==> config.mk <==
export PLATFORM = sky130hd
export DESIGN_NAME = qte_sqrt_cell
export DESIGN_NICKNAME = d
export VERILOG_FILES = /design/src/sv/assert_macros.svh /design/src/sv/qte_sqrt_cell.sv
export SDC_FILE = /design/constraint.sdc
export NUM_CORES = 1
export LEC_CHECK = 0
export ABC_CLOCK_PERIOD_IN_PS = 6300
export BUFFER_PORTS_ARGS = -buffer_cell sky130_fd_sc_hd__buf_4
export CORE_MARGIN = 2
export CORE_UTILIZATION = 55
export CTS_CLUSTER_SIZE = 20
export DETAILED_ROUTE_END_ITERATION = 6
export PLACE_DENSITY = 0.84
export SKIP_CTS_REPAIR_TIMING = 1
export SYNTH_ARGS = -nofsm -noshare
export SYNTH_HDL_FRONTEND = slang
export SYNTH_SLANG_ARGS = --single-unit
==> constraint.sdc <==
create_clock -name clk -period 6.3 [get_ports clk]
set_clock_uncertainty 0.1 [all_clocks]
set_input_delay 0.63 -clock clk [delete_from_list [all_inputs] [get_ports clk]]
set_output_delay 0.63 -clock clk [all_outputs]
set_load 0.02 [all_outputs]
==> src/sv/assert_macros.svh <==
// ----------------------------------------------------------------------------
// Assertion macros for the quaternion to Euler heading block
// Concurrent checks on the rising edge of clk, held off during reset.
// ----------------------------------------------------------------------------
`ifndef ASSERT_MACROS_SVH
`define ASSERT_MACROS_SVH

`ifndef ASSERT_OFF
// A property that must hold at every edge out of reset.
`define QTE_ASSERT(lbl, clk, rst_n, prop) \
  lbl: assert property (@(posedge clk) disable iff (!rst_n) (prop)) \
    else $error("assertion failed");
// An antecedent that implies a consequent in the same cycle.
`define QTE_ASSERT_IMP(lbl, clk, rst_n, ante, cons) \
  lbl: assert property (@(posedge clk) disable iff (!rst_n) (ante) |-> (cons)) \
    else $error("assertion failed");
// An antecedent that implies a consequent in the next cycle.
`define QTE_ASSERT_NEXT(lbl, clk, rst_n, ante, cons) \
  lbl: assert property (@(posedge clk) disable iff (!rst_n) (ante) |=> (cons)) \
    else $error("assertion failed");
`else
`define QTE_ASSERT(lbl, clk, rst_n, prop)
`define QTE_ASSERT_IMP(lbl, clk, rst_n, ante, cons)
`define QTE_ASSERT_NEXT(lbl, clk, rst_n, ante, cons)
`endif

`endif

==> src/sv/qte_sqrt_cell.sv <==
`timescale 1ns / 1ps
// ----------------------------------------------------------------------------
// qte_sqrt_cell
// One digit-by-digit integer square root step for a fixed test bit.
// ----------------------------------------------------------------------------
module qte_sqrt_cell #(
  parameter int BITPOS = 60
) (
  input  logic        clk,
  input  logic        en,
  input  logic [60:0] v_i,
  input  logic [60:0] r_i,
  output logic [60:0] v_o,
  output logic [60:0] r_o
);

  localparam logic [61:0] BIT = 62'd1 << BITPOS;

  logic [61:0] trial;
  logic [61:0] rem;
  logic [61:0] rsum;
  logic        take;

  // Try to subtract the running root plus the test bit.
  always_comb begin
    trial = {1'b0, r_i} + BIT;
    take  = ({1'b0, v_i} >= trial);
    rem   = {1'b0, v_i} - trial;
    rsum  = {2'd0, r_i[60:1]} + BIT;
  end

  always_ff @(posedge clk) begin
    if (en) begin
      v_o <= take ? rem[60:0] : v_i;
      r_o <= take ? rsum[60:0] : {1'b0, r_i[60:1]};
    end
  end

endmodule

Word-level counts from Yosys, hierarchy flattened
Cells that the tools add are included.
{"block": "totals", "ff_bits": 122, "out_inout_bits": 122, "elab_cells": 9}
{"block": "op_classes", "addsub": 3, "magnitude_cmp": 1, "muxes": 2}
{"op": "$add A61 B61 Y62 const B", "n": 1}
{"op": "$ge A61 B62 Y1", "n": 1}
{"op": "$add A60 B61 Y61 const B", "n": 1}
{"op": "$mux W61", "n": 1}
{"op": "$sub A61 B61 Y61", "n": 1}
{"op": "$mux W60", "n": 1}

Logic depth before layout (Yosys ltp)
{"block": "depth", "ltp_word": 3, "ltp_mapped": 14}

Worst setup path before layout
No wires, ideal clock.
{"block": "synth_path", "path_type": "in2reg", "from": "input port v_i[0]", "to": "register v_o[10] (data pin)", "setup_time_ns": 0.260, "arrival_ns": 3.282, "path_slack_ns": 2.658, "cell_stages": 14, "n_path_buf": 1, "path_cell_list": "inv_1 ha_1 inv_1 fa_1 a21oi_1 o211ai_1 a21oi_1 a2111oi_4 nor4_2 o31ai_2 a21oi_2 o21ai_4 buf_6 mux2_4"}
{"block": "synth_between", "elab_chain_cells": 2, "word_cells_on_any_way": 3, "classes_between": "add/sub (1); order compare (1); mux (1)"}
{"element": "start, declared", "line_no": "qte_sqrt_cell.sv:11", "text": "input logic [60:0] v_i,"}
{"element": "$sub A61 B61 Y61 or $ge A61 B62 Y1 (tied branches)", "line_no": "qte_sqrt_cell.sv:28, qte_sqrt_cell.sv:27"}
{"element": "$mux W61 *", "line_no": "qte_sqrt_cell.sv:34", "text": "v_o <= take ? rem[60:0] : v_i;"}
{"element": "end signal, assigned", "line_no": "qte_sqrt_cell.sv:34"}
{"element": "end, declared", "line_no": "qte_sqrt_cell.sv:13", "text": "output logic [60:0] v_o,"}
Mark *: on every way between the ends. The rest lies on a longest branch, timed or not.
A chain may end at the register's enable or synchronous reset.

Final worst setup path
{"block": "layout_path", "from": "input port v_i[25]", "to": "register v_o[60] (data pin)"}
The elaborated chain is that of the path after synthesis.

==> impl_metrics.toml <==
[setup_path]
start_kind = "input pin"
path_max_fanout = 35
crit_arrival_ps = 4110
critPathKind = "in2reg"
end_kind = "flop"
cp_data_required_time_ps = 6370

[drt]
via_count = 7397
post_drt_via_cell_ratio = 5.71
finalWirelength_um = 23200
drt.antenna.violating_nets = 0
wl_per_cell_um = 18.0
first_pass_iters = 5
drt_iter0_drc = 562
route.detailed.drc = 0

[clock_tree]
clock_sinks = 122
clk_path_buf_depth = 2
cts-root-buf = "clkbuf_16"
cts-htree-levels = 4
numCtsBuffers = 17
path_clk_slew_ps = 60
cts_tree = "built"

[floorplanning]
die_x_um = 130
start_util = 0.555
io-pin-count = 246
die_y_um = 130
row_count = 46
core_area_um2 = 15700
fp.dieArea_um2 = 16900

[finish]
antenna_cells = 0
final_area_um2 = 11200
syn2layout_area_growth_pct = 28.2
finalNetCount = 1255
layout-drive-gt1-share = 0.319
nFillCells = 1187
stdcell_count = 1295

[logic_synthesis]
syn_nets = 1025
synth_cell_types = 64
synth_seq_cells = 122
synth.most_common_cell = "edfxtp_1"
synth_area_leaders = "edfxtp_1 (42%), mux2_4 (9.8%), ha_1 (8.9%)"
syn-cell-area_um2 = 8730
ys.warnings.count = 0
netlist.area_leader.share = 0.420
synth_edf_count = 122
yosysTopAreaCell = "edfxtp_1"
async_flop_share = 0
netlist_instances = 838
synthFlopType = "edfxtp_1"
yosysSeqAreaShare = 0.420
avgSynthCellArea_um2 = 10.4
synth_common_cells = "edfxtp_1 (122), inv_1 (88), a21oi_1 (78)"

[timing]
rsz0062_at_grt = "no"
slew_viol_final = 0
tns_ps = 0
maxSlewHeadroom = 0.328
fmax_mhz = 247
setup_slack_ps = 2260
worstMarginPinSlew_ps = 1010
fin_crit_ps = 4040
finalCritPeriodShare = 0.642
setup_viol = 0
timing.final.hold_violations = 0

[placement]
portBuffers = 245
post-dp-hpwl_um = 17800
dp_cells = 1265
place.gp.congestion = 0.908
dpl_cell_area_um2 = 10700
place_ws_ps = 1820

[global_route]
grt_max_degree = 78
grt_pass1_vias = 7218
grt_pass1_wl_um = 35800
grt_overflow_total = 0
grt_use_total = 0.274
antenna_found_initial = 0

[flow_run]
maxCapViolations = 0

[min_path]
hold_end = "r_o[7]$_DFFE_PP_"
worstHoldStart = "r_i[8]"
holdCritPathClass = "in2reg"
hold_depth = 1

[run_status]
outcome = "complete, no violations"

[power]
power.leakage_nw = 5.04
fin_total_pwr_mw = 2.76
max-vdd-ir-drop_mv = 0.176
powerDensity_nw_per_um2 = 247
[report_power, final]
part           switching (mW)  leakage (nW)  total [mW]  internal (mW)
logic                   0.474          3.60       0.863          0.389
registers              0.0241          1.19        1.02          0.994
clock network           0.349         0.246       0.879          0.530
total                   0.847          5.04        2.76           1.91
[per-stage QoR]
step	hold slack [ps]	utilization
5_1_grt	279	0.712
3_3_place_gp	717	0.679
2_1_floorplan	629	-
3_5_place_dp	719	0.679
6_report	290	0.712
4_1_cts	278	0.712
[cell families after synthesis]
group,synth area share
adder cells (fa/ha/maj),0.0912
AO/OA/AOI/OAI,0.167
multiplexers,0.104
XOR/XNOR,0.0532
buffers and inverters,0.0595
flip-flops,0.420
AND/OR/NAND/NOR,0.105
[registers in the layout, indices dropped and copies added (netlist names)]
| register | cells |
|---|---|
| r_o | 61 |
| v_o | 61 |
[worst max path at each step]
| stage | to | cells after the start | slack (ps) | startpoint |
|---|---|---|---|---|
| final | v_o[60]$_DFFE_PP_ | 12 | 2260 | v_i[25] |
| after global routing | v_o[60]$_DFFE_PP_ | 15 | 2000 | v_i[0] |
| after CTS | v_o[60]$_DFFE_PP_ | 13 | 2260 | r_i[24] |
| after detailed placement | v_o[60]$_DFFE_PP_ | 13 | 1820 | r_i[24] |
| after global placement | v_o[60]$_DFFE_PP_ | 12 | 1880 | v_i[24] |
| after floorplan | v_o[10]$_DFFE_PP_ | 14 | 2660 | v_i[0] |
[area by class of cell]
type	count	area [um^2]	area share
clock buffers	20	437	0.0390
flip-flops and latches	122	3660	0.327
multi-input cells	591	4540	0.406
well taps	216	270	0.0242
repair buffers	248	1860	0.166
inverters	88	330	0.0295
clock inverters	10	80.1	0.00716
[placed cells by master (no fill, tap or decap), types with 5 or more instances in the layout]
master	synthesis	final
a21boi_0	6	6
a21o_1	20	20
a21oi_1	78	78
a221oi_1	5	5
a31oi_1	10	10
and3_1	8	8
buf_4	1	248
clkbuf_16	0	17
edfxtp_1	122	122
ha_1	62	62
inv_1	88	88
mux2_4	57	57
nand2_1	59	59
nand2b_1	5	5
nand3_1	18	18
nand4_1	22	22
nor2_1	37	37
nor2b_1	6	6
nor3_1	15	15
o21a_1	8	8
o21ai_0	36	36
o21bai_1	18	18
xnor2_1	33	33
xor2_1	20	20
[layer usage]
layer / vias up / global-route usage / wire length (um)
li1: 3530 / - / -
met1: 3486 / 0.337 / 9380
met2: 329 / 0.465 / 11500
met3: 52 / 0.0685 / 1690
met4: 0 / 0.108 / 633
met5: - / 0 / 0
[critical path: stages]
cell and delay (ps):
buf_4 110, ha_1 400, and3_1 280, nand4_1 210, or2_1 320, o22ai_1 320, nor4_2 130, o31ai_2 450
a21oi_2 130, o21ai_4 140, buf_4 580, mux2_2 410
(Power assumes the default switching activity.)
