`src/sv/assert_macros.svh`:
```
// ----------------------------------------------------------------------------
// Assertion macros for the quaternion to Euler heading block
// Concurrent checks on the rising edge of clk, held off during reset.
// ----------------------------------------------------------------------------
`ifndef ASSERT_MACROS_SVH
`define ASSERT_MACROS_SVH

`ifndef ASSERT_OFF
// A property that must hold at every edge out of reset.
`define QTE_ASSERT(lbl, clk, rst_n, prop) \
  lbl: assert property (@(posedge clk) disable iff (!rst_n) (prop)) \
    else $error("assertion failed");
// An antecedent that implies a consequent in the same cycle.
`define QTE_ASSERT_IMP(lbl, clk, rst_n, ante, cons) \
  lbl: assert property (@(posedge clk) disable iff (!rst_n) (ante) |-> (cons)) \
    else $error("assertion failed");
// An antecedent that implies a consequent in the next cycle.
`define QTE_ASSERT_NEXT(lbl, clk, rst_n, ante, cons) \
  lbl: assert property (@(posedge clk) disable iff (!rst_n) (ante) |=> (cons)) \
    else $error("assertion failed");
`else
`define QTE_ASSERT(lbl, clk, rst_n, prop)
`define QTE_ASSERT_IMP(lbl, clk, rst_n, ante, cons)
`define QTE_ASSERT_NEXT(lbl, clk, rst_n, ante, cons)
`endif

`endif

```
`src/sv/qte_pkg.sv`:
```
`timescale 1ns / 1ps
// ----------------------------------------------------------------------------
// qte_pkg
// Shared constants, register indexes and the CORDIC angle table.
// ----------------------------------------------------------------------------
package qte_pkg;

  localparam int SAMPLE_WIDTH_DEF = 16;
  localparam int CORDIC_STEPS_DEF = 16;
  localparam int ATAN_TAB_LEN     = 24;

  // Angles are held as radians * 2^30.
  localparam int ZW            = 34;
  localparam int FRAC_BITS     = 30;
  localparam int PRESCALE_LOG  = 48;
  localparam int PRESCALE_NUM  = 6;

  localparam logic signed [ZW-1:0] HALF_PI_Q30 = 34'sd1686629713;
  localparam logic signed [ZW-1:0] PI_Q30      = 34'sd3373259426;
  localparam logic [29:0]          DEG_PER_RAD_Q24 = 30'd961263669;

  // Configuration register indexes.
  localparam logic REG_DEGREE_MODE    = 1'b0;
  localparam logic REG_HEADING_OFFSET = 1'b1;

  // Axis flags of one atan2 operand pair.
  typedef struct packed {
    logic y_zero;
    logic x_zero;
    logic x_neg;
    logic y_pos;
  } spec_t;

  // Arctangent of 2^-idx in radians * 2^30.
  function automatic logic signed [ZW-1:0] atan_q30(input int idx);
    logic signed [ZW-1:0] v;
    case (idx)
      0:  v = 34'sh03243F6A8;
      1:  v = 34'sh01DAC6705;
      2:  v = 34'sh00FADBAFC;
      3:  v = 34'sh007F56EA6;
      4:  v = 34'sh003FEAB76;
      5:  v = 34'sh001FFD55B;
      6:  v = 34'sh000FFFAAA;
      7:  v = 34'sh0007FFF55;
      8:  v = 34'sh0003FFFEA;
      9:  v = 34'sh0001FFFFD;
      10: v = 34'sh0000FFFFF;
      11: v = 34'sh00007FFFF;
      12: v = 34'sh00003FFFF;
      13: v = 34'sh00001FFFF;
      14: v = 34'sh00000FFFF;
      15: v = 34'sh000007FFF;
      16: v = 34'sh000003FFF;
      17: v = 34'sh000001FFF;
      18: v = 34'sh000000FFF;
      19: v = 34'sh0000007FF;
      20: v = 34'sh0000003FF;
      21: v = 34'sh0000001FF;
      22: v = 34'sh0000000FF;
      23: v = 34'sh00000007F;
      default: v = '0;
    endcase
    return v;
  endfunction

endpackage

```
`src/sv/qte_div_cell.sv`:
```
`timescale 1ns / 1ps
// ----------------------------------------------------------------------------
// qte_div_cell
// One restoring division step: produces one quotient bit per cell.
// ----------------------------------------------------------------------------
module qte_div_cell import qte_pkg::*; #(
  parameter int NW = 35
) (
  input  logic                 clk,
  input  logic                 en,
  input  logic [NW-1:0]        n_i,
  input  logic [NW-1:0]        d_i,
  input  logic [FRAC_BITS-1:0] q_i,
  output logic [NW-1:0]        n_o,
  output logic [NW-1:0]        d_o,
  output logic [FRAC_BITS-1:0] q_o
);

  logic [NW:0] n2;
  logic [NW:0] diff;
  logic        take;

  // Shift the remainder up and subtract the divisor when it fits.
  always_comb begin
    n2   = {n_i, 1'b0};
    diff = n2 - {1'b0, d_i};
    take = (n2 >= {1'b0, d_i});
  end

  always_ff @(posedge clk) begin
    if (en) begin
      n_o <= take ? diff[NW-1:0] : n2[NW-1:0];
      d_o <= d_i;
      q_o <= {q_i[FRAC_BITS-2:0], take};
    end
  end

endmodule

```
`config.mk`:
```
export PLATFORM = sky130hd
export DESIGN_NAME = qte_div_cell
export DESIGN_NICKNAME = d
export VERILOG_FILES = /design/src/sv/assert_macros.svh /design/src/sv/qte_pkg.sv /design/src/sv/qte_div_cell.sv
export SDC_FILE = /design/constraint.sdc
export NUM_CORES = 1
export LEC_CHECK = 0
export BUFFER_PORTS_ARGS = -buffer_cell sky130_fd_sc_hd__buf_2
export CORE_ASPECT_RATIO = 0.7
export CORE_MARGIN = 2
export CORE_UTILIZATION = 45
export CTS_CLUSTER_DIAMETER = 80
export DETAILED_ROUTE_END_ITERATION = 8
export GPL_TIMING_DRIVEN = 0
export PLACE_DENSITY = 0.79
export SYNTH_ARGS = -nofsm -noshare
export SYNTH_HDL_FRONTEND = slang
export SYNTH_SLANG_ARGS = --single-unit
```
`constraint.sdc`:
```
create_clock -name clk -period 3.85 [get_ports clk]
set_input_delay 0.77 -clock clk [delete_from_list [all_inputs] [get_ports clk]]
set_output_delay 0.77 -clock clk [all_outputs]
set_load 0.02 [all_outputs]
```
# Word-level counts from Yosys, hierarchy flattened
# Cells that the tools add are included.
# op_classes
add_sub_neg	1
n_lt_le_gt_ge	1
n_mux	1
# op_table
operator	n
$ge 36x35->1	1
$mux 35	1
$sub 35x35->35	1
# totals
out_inout_bits	100
wordCells	7
register_bits	100
input_bits	102

# Longest topological paths before layout
# depth
word_depth	2
ltp_mapped	13
depth_no_buf	12

# Least setup slack after synthesis
# Ideal clock, no wire load.
# synth_timing
path_type	input -> register
startpoint	input port d_i[0]
endpoint	register n_o[1] (data pin)
required_ns	3.588
path_buffers	1
slack_ns	0.587
t_arrival_ns	3.000
cell_stages	10
setup_ns	0.262
cell_sequence	inv_1 > fa_1 > a211oi_1 > o21a_1 > a2111oi_2 > nor3_1 > o21ai_2 > o21ai_2 > buf_2 > mux2_1
# synth_via
elab_chain_len	2
word_cells_on_any_way	3
cone_classes	1 x add/sub; 1 x order compare; 1 x mux
# synth_lines
item	line	text
start, declared	qte_div_cell.sv:12	input logic [NW-1:0] d_i,
$sub 35x35->35 / $ge 36x35->1 (equally long branches)	qte_div_cell.sv:26, qte_div_cell.sv:27	
$mux 35 (*)	qte_div_cell.sv:32	n_o <= take ? diff[NW-1:0] : n2[NW-1:0];
end signal, assigned	qte_div_cell.sv:32	
end, declared	qte_div_cell.sv:14	output logic [NW-1:0] n_o,
# Every way passes the cells marked *; elsewhere a longest branch is shown, timed or not.
# A chain may end at the register's enable or synchronous reset.

# Worst setup path in the final report
# layout_timing
startpoint	input port d_i[0]
endpoint	register n_o[25] (data pin)
# The elaborated chain is that of the path after synthesis.

==> metrics <==
run status complete, no violations; sequential fraction of the synthesis area 55.41%; Seq pwr share about 44%; worst hold path type input pin to flop; Hold Buf Count CTS 0; Worst Tran Pin Value 0.6188 ns; vias around 4.6k; slew margin rel. slightly below 60%; cell area after synthesis between 5000 and 6000 µm²; mux cell area share after synthesis 0.6003%; fin area slightly below 7000 µm²; synth-to-layout area growth 27.96%; Worst-path clk slew ~0.07 ns; root buf cell clkbuf_16; global placer's final weighted congestion 0.8787; Yosys Warn Count 0; CTS Sinks 100; Critical Path Start Type input pin; Rows 33; combinational power share 27.4%; ANT cells 0; drt pass-1 iters 5; most frequent cells in the layout 202 x buf_2, 100 x edfxtp_1, 57 x nand2_1; share of cells above drive strength 1 between 30% and 40%; flops & latches, synth 100; CP endpoint kind flop; Yosys cell types 51; Lkg Pwr just over 3 nW; Critical Path Start d_i[0]; Psw ~1 mW; Max clock buf depth 2; Net Sw Frac approximately a third; main combinational cell family by area after synthesis compound AO/OA/AOI/OAI gates; chip width around 140 µm; Total GRT Usage between 20% and 30%; Synth Area in Simple Gates about a tenth; maximum clock rate about 0.29 GHz; Pint 2.110 mW; Avg Cell Area, Syn around 11 µm²; drt wl/cell roughly 16 µm; DRC 0; final total power just over 3 mW; XOR/XNOR Fraction of Synth Area under 10%; Clock Power Share about 28%; RSZ-0062 raised after global routing no; post-synthesis compound-gate area fraction between 15 and 20%; Final Hold Fails 0; post-cts sizing count 0; Max Cap Violations 0; crit path max fanout 10; largest net degree at the start of global routing between 50 and 60; Filler cells roughly 1,000; drt via density 5.404; PortBufs 200; Placement Cell Area roughly 6600 µm²; Slew Limit Fails 0; TritonCTS Buffers 9; IR drop worst, VDD roughly 0.23 mV; Min Hold Slack between 0.5 and 0.6 ns; initial antenna violation count 0; # Post-CTS Setup Buffers 0; Final Setup Violations 0; die area about 13,000 µm²; TritonCTS clock tree built; Synth Area in Adders between 8 and 9%; layout net count roughly 830; Initial Utilization approximately 46%; number of global-route vias before repair 4,426; Ports 202; min-delay src q_i[17]; 1st-iter DRT viols 398; post-route clock period utilization roughly 90%; HPWL Detailed approximately 11,000 µm; core area roughly 12,000 µm²; global route overflow 0; most common cell after layout, fill and taps aside buf_2; PD cells around 450 nW/µm²; Worst Path Arrival about 3.6 ns; first-pass GRT wire length 21,440 µm; Synth Instances between 400 and 500; H-Tree Depth 3; Routed WL between 10,000 and 15,000 µm; final worst path period need about 3.5 ns; Die Height approximately 96 µm; CP required between 3 and 4 ns; CP Class input pin to flop; post-synthesis net count roughly 620; Routed Antenna Nets 0
[cell families (layout without fill, tap and decap cells)]
group	Yosys count	after routing
mux	3	3
xor+xnor	30	30
flops	100	100
buf+inv	66	283
compound gates	138	138
fa+ha+maj	36	36
simple gates	110	110
[worst max-delay path, stage by stage]
cell	delay (ns)
buf_2	0.10
inv_1	0.07
fa_1	0.46
a211oi_1	0.27
o21a_1	0.29
a2111oi_2	0.12
nor3_1	0.36
o21ai_2	0.14
o21ai_2	0.27
buf_2	0.34
mux2_1	0.36
[through the flow]
step / cells / util, % / setup slack [ns] / TNS [ns]
3_5_place_dp: 841 / 56.68 / -0.007150 / -0.007150
4_1_cts: 857 / 59.13 / 0.3605 / 0
5_1_grt: 857 / 59.13 / 0.1225 / 0
6_report: 857 / 59.13 / 0.3840 / 0
3_3_place_gp: 840 / 56.42 / -0.02634 / -0.04176
2_1_floorplan: 483 / - / 0.5874 / 0
[layer usage]
layer,track usage (%),wire length (µm),vias up
li1,-,-,2206
met1,27.64,5897,2154
met2,33.97,6203,250
met3,7.846,1674,21
met4,6.771,187,0
met5,0,0,-
[synth_stat cells (all sizes together)]
cell type | instances | area [µm²]
ha | 35 | 437.9
o22ai | 2 | 12.51
o221ai | 2 | 17.52
a2111oi | 2 | 30.03
a21oi | 33 | 165.2
mux2 | 2 | 22.52
fa | 1 | 20.02
a21o | 16 | 120.1
mux2i | 1 | 10.01
o2111ai | 1 | 8.760
o21ai | 50 | 261.5
xor2 | 14 | 122.6
clkbuf | 13 | 48.80
and2 | 1 | 8.760
xnor2 | 16 | 140.1
inv | 47 | 176.4
nand3 | 6 | 30.03
nand4 | 13 | 87.58
o21a | 4 | 30.03
nor3b | 1 | 7.510
o211ai | 4 | 35.03
o211a | 1 | 10.01
edfxtp | 100 | 3003
nand2 | 57 | 214.0
buf | 6 | 30.03
or2 | 1 | 6.260
nor3 | 2 | 10.01
o31ai | 3 | 50.05
a211oi | 6 | 45.04
o311ai | 2 | 17.52
a221o | 1 | 10.01
nor4 | 3 | 18.77
nor2 | 17 | 63.81
o21bai | 2 | 15.01
and3 | 1 | 6.260
a31oi | 4 | 25.02
o41ai | 1 | 8.760
o31a | 2 | 17.52
or3 | 2 | 12.51
nand2b | 1 | 6.260
a2bb2oi | 1 | 8.760
a211o | 1 | 8.760
and4 | 3 | 26.28
nor2b | 2 | 12.51
[final cells by class]
class | count | area [µm²] | share of cell area, %
Sequential cell | 100 | 3003 | 43.31
Tap cell | 157 | 196.4 | 2.833
Inverter | 47 | 176.4 | 2.544
Clock inverter | 7 | 62.56 | 0.9022
Timing Repair Buffer | 201 | 1031 | 14.87
Multi-Input combinational cell | 317 | 2161 | 31.16
Buffer | 19 | 78.83 | 1.137
Clock buffer | 9 | 225.2 | 3.248
[power groups by stage]
stage               Combinational (mW)  Clock [mW]  Sequential [mW]
finish                           0.853       0.885             1.38
global route                     0.939       0.949             1.39
CTS                              0.854       0.910             1.38
detailed placement               0.850           0             1.40
global placement                 0.827           0             1.40
floorplan                        0.384           0             1.57
[state kept, by name, summed over array words and instances, names as in the netlist]
signal and cells:
d_o 35, n_o 35, q_o 30
[path summary, 6_finish.rpt]
kind / cells after the start / to
hold / removal: 1 / q_o[18]
setup / recovery: 11 / n_o[25]
No activity file was read; power rests on OpenSTA's default activity.
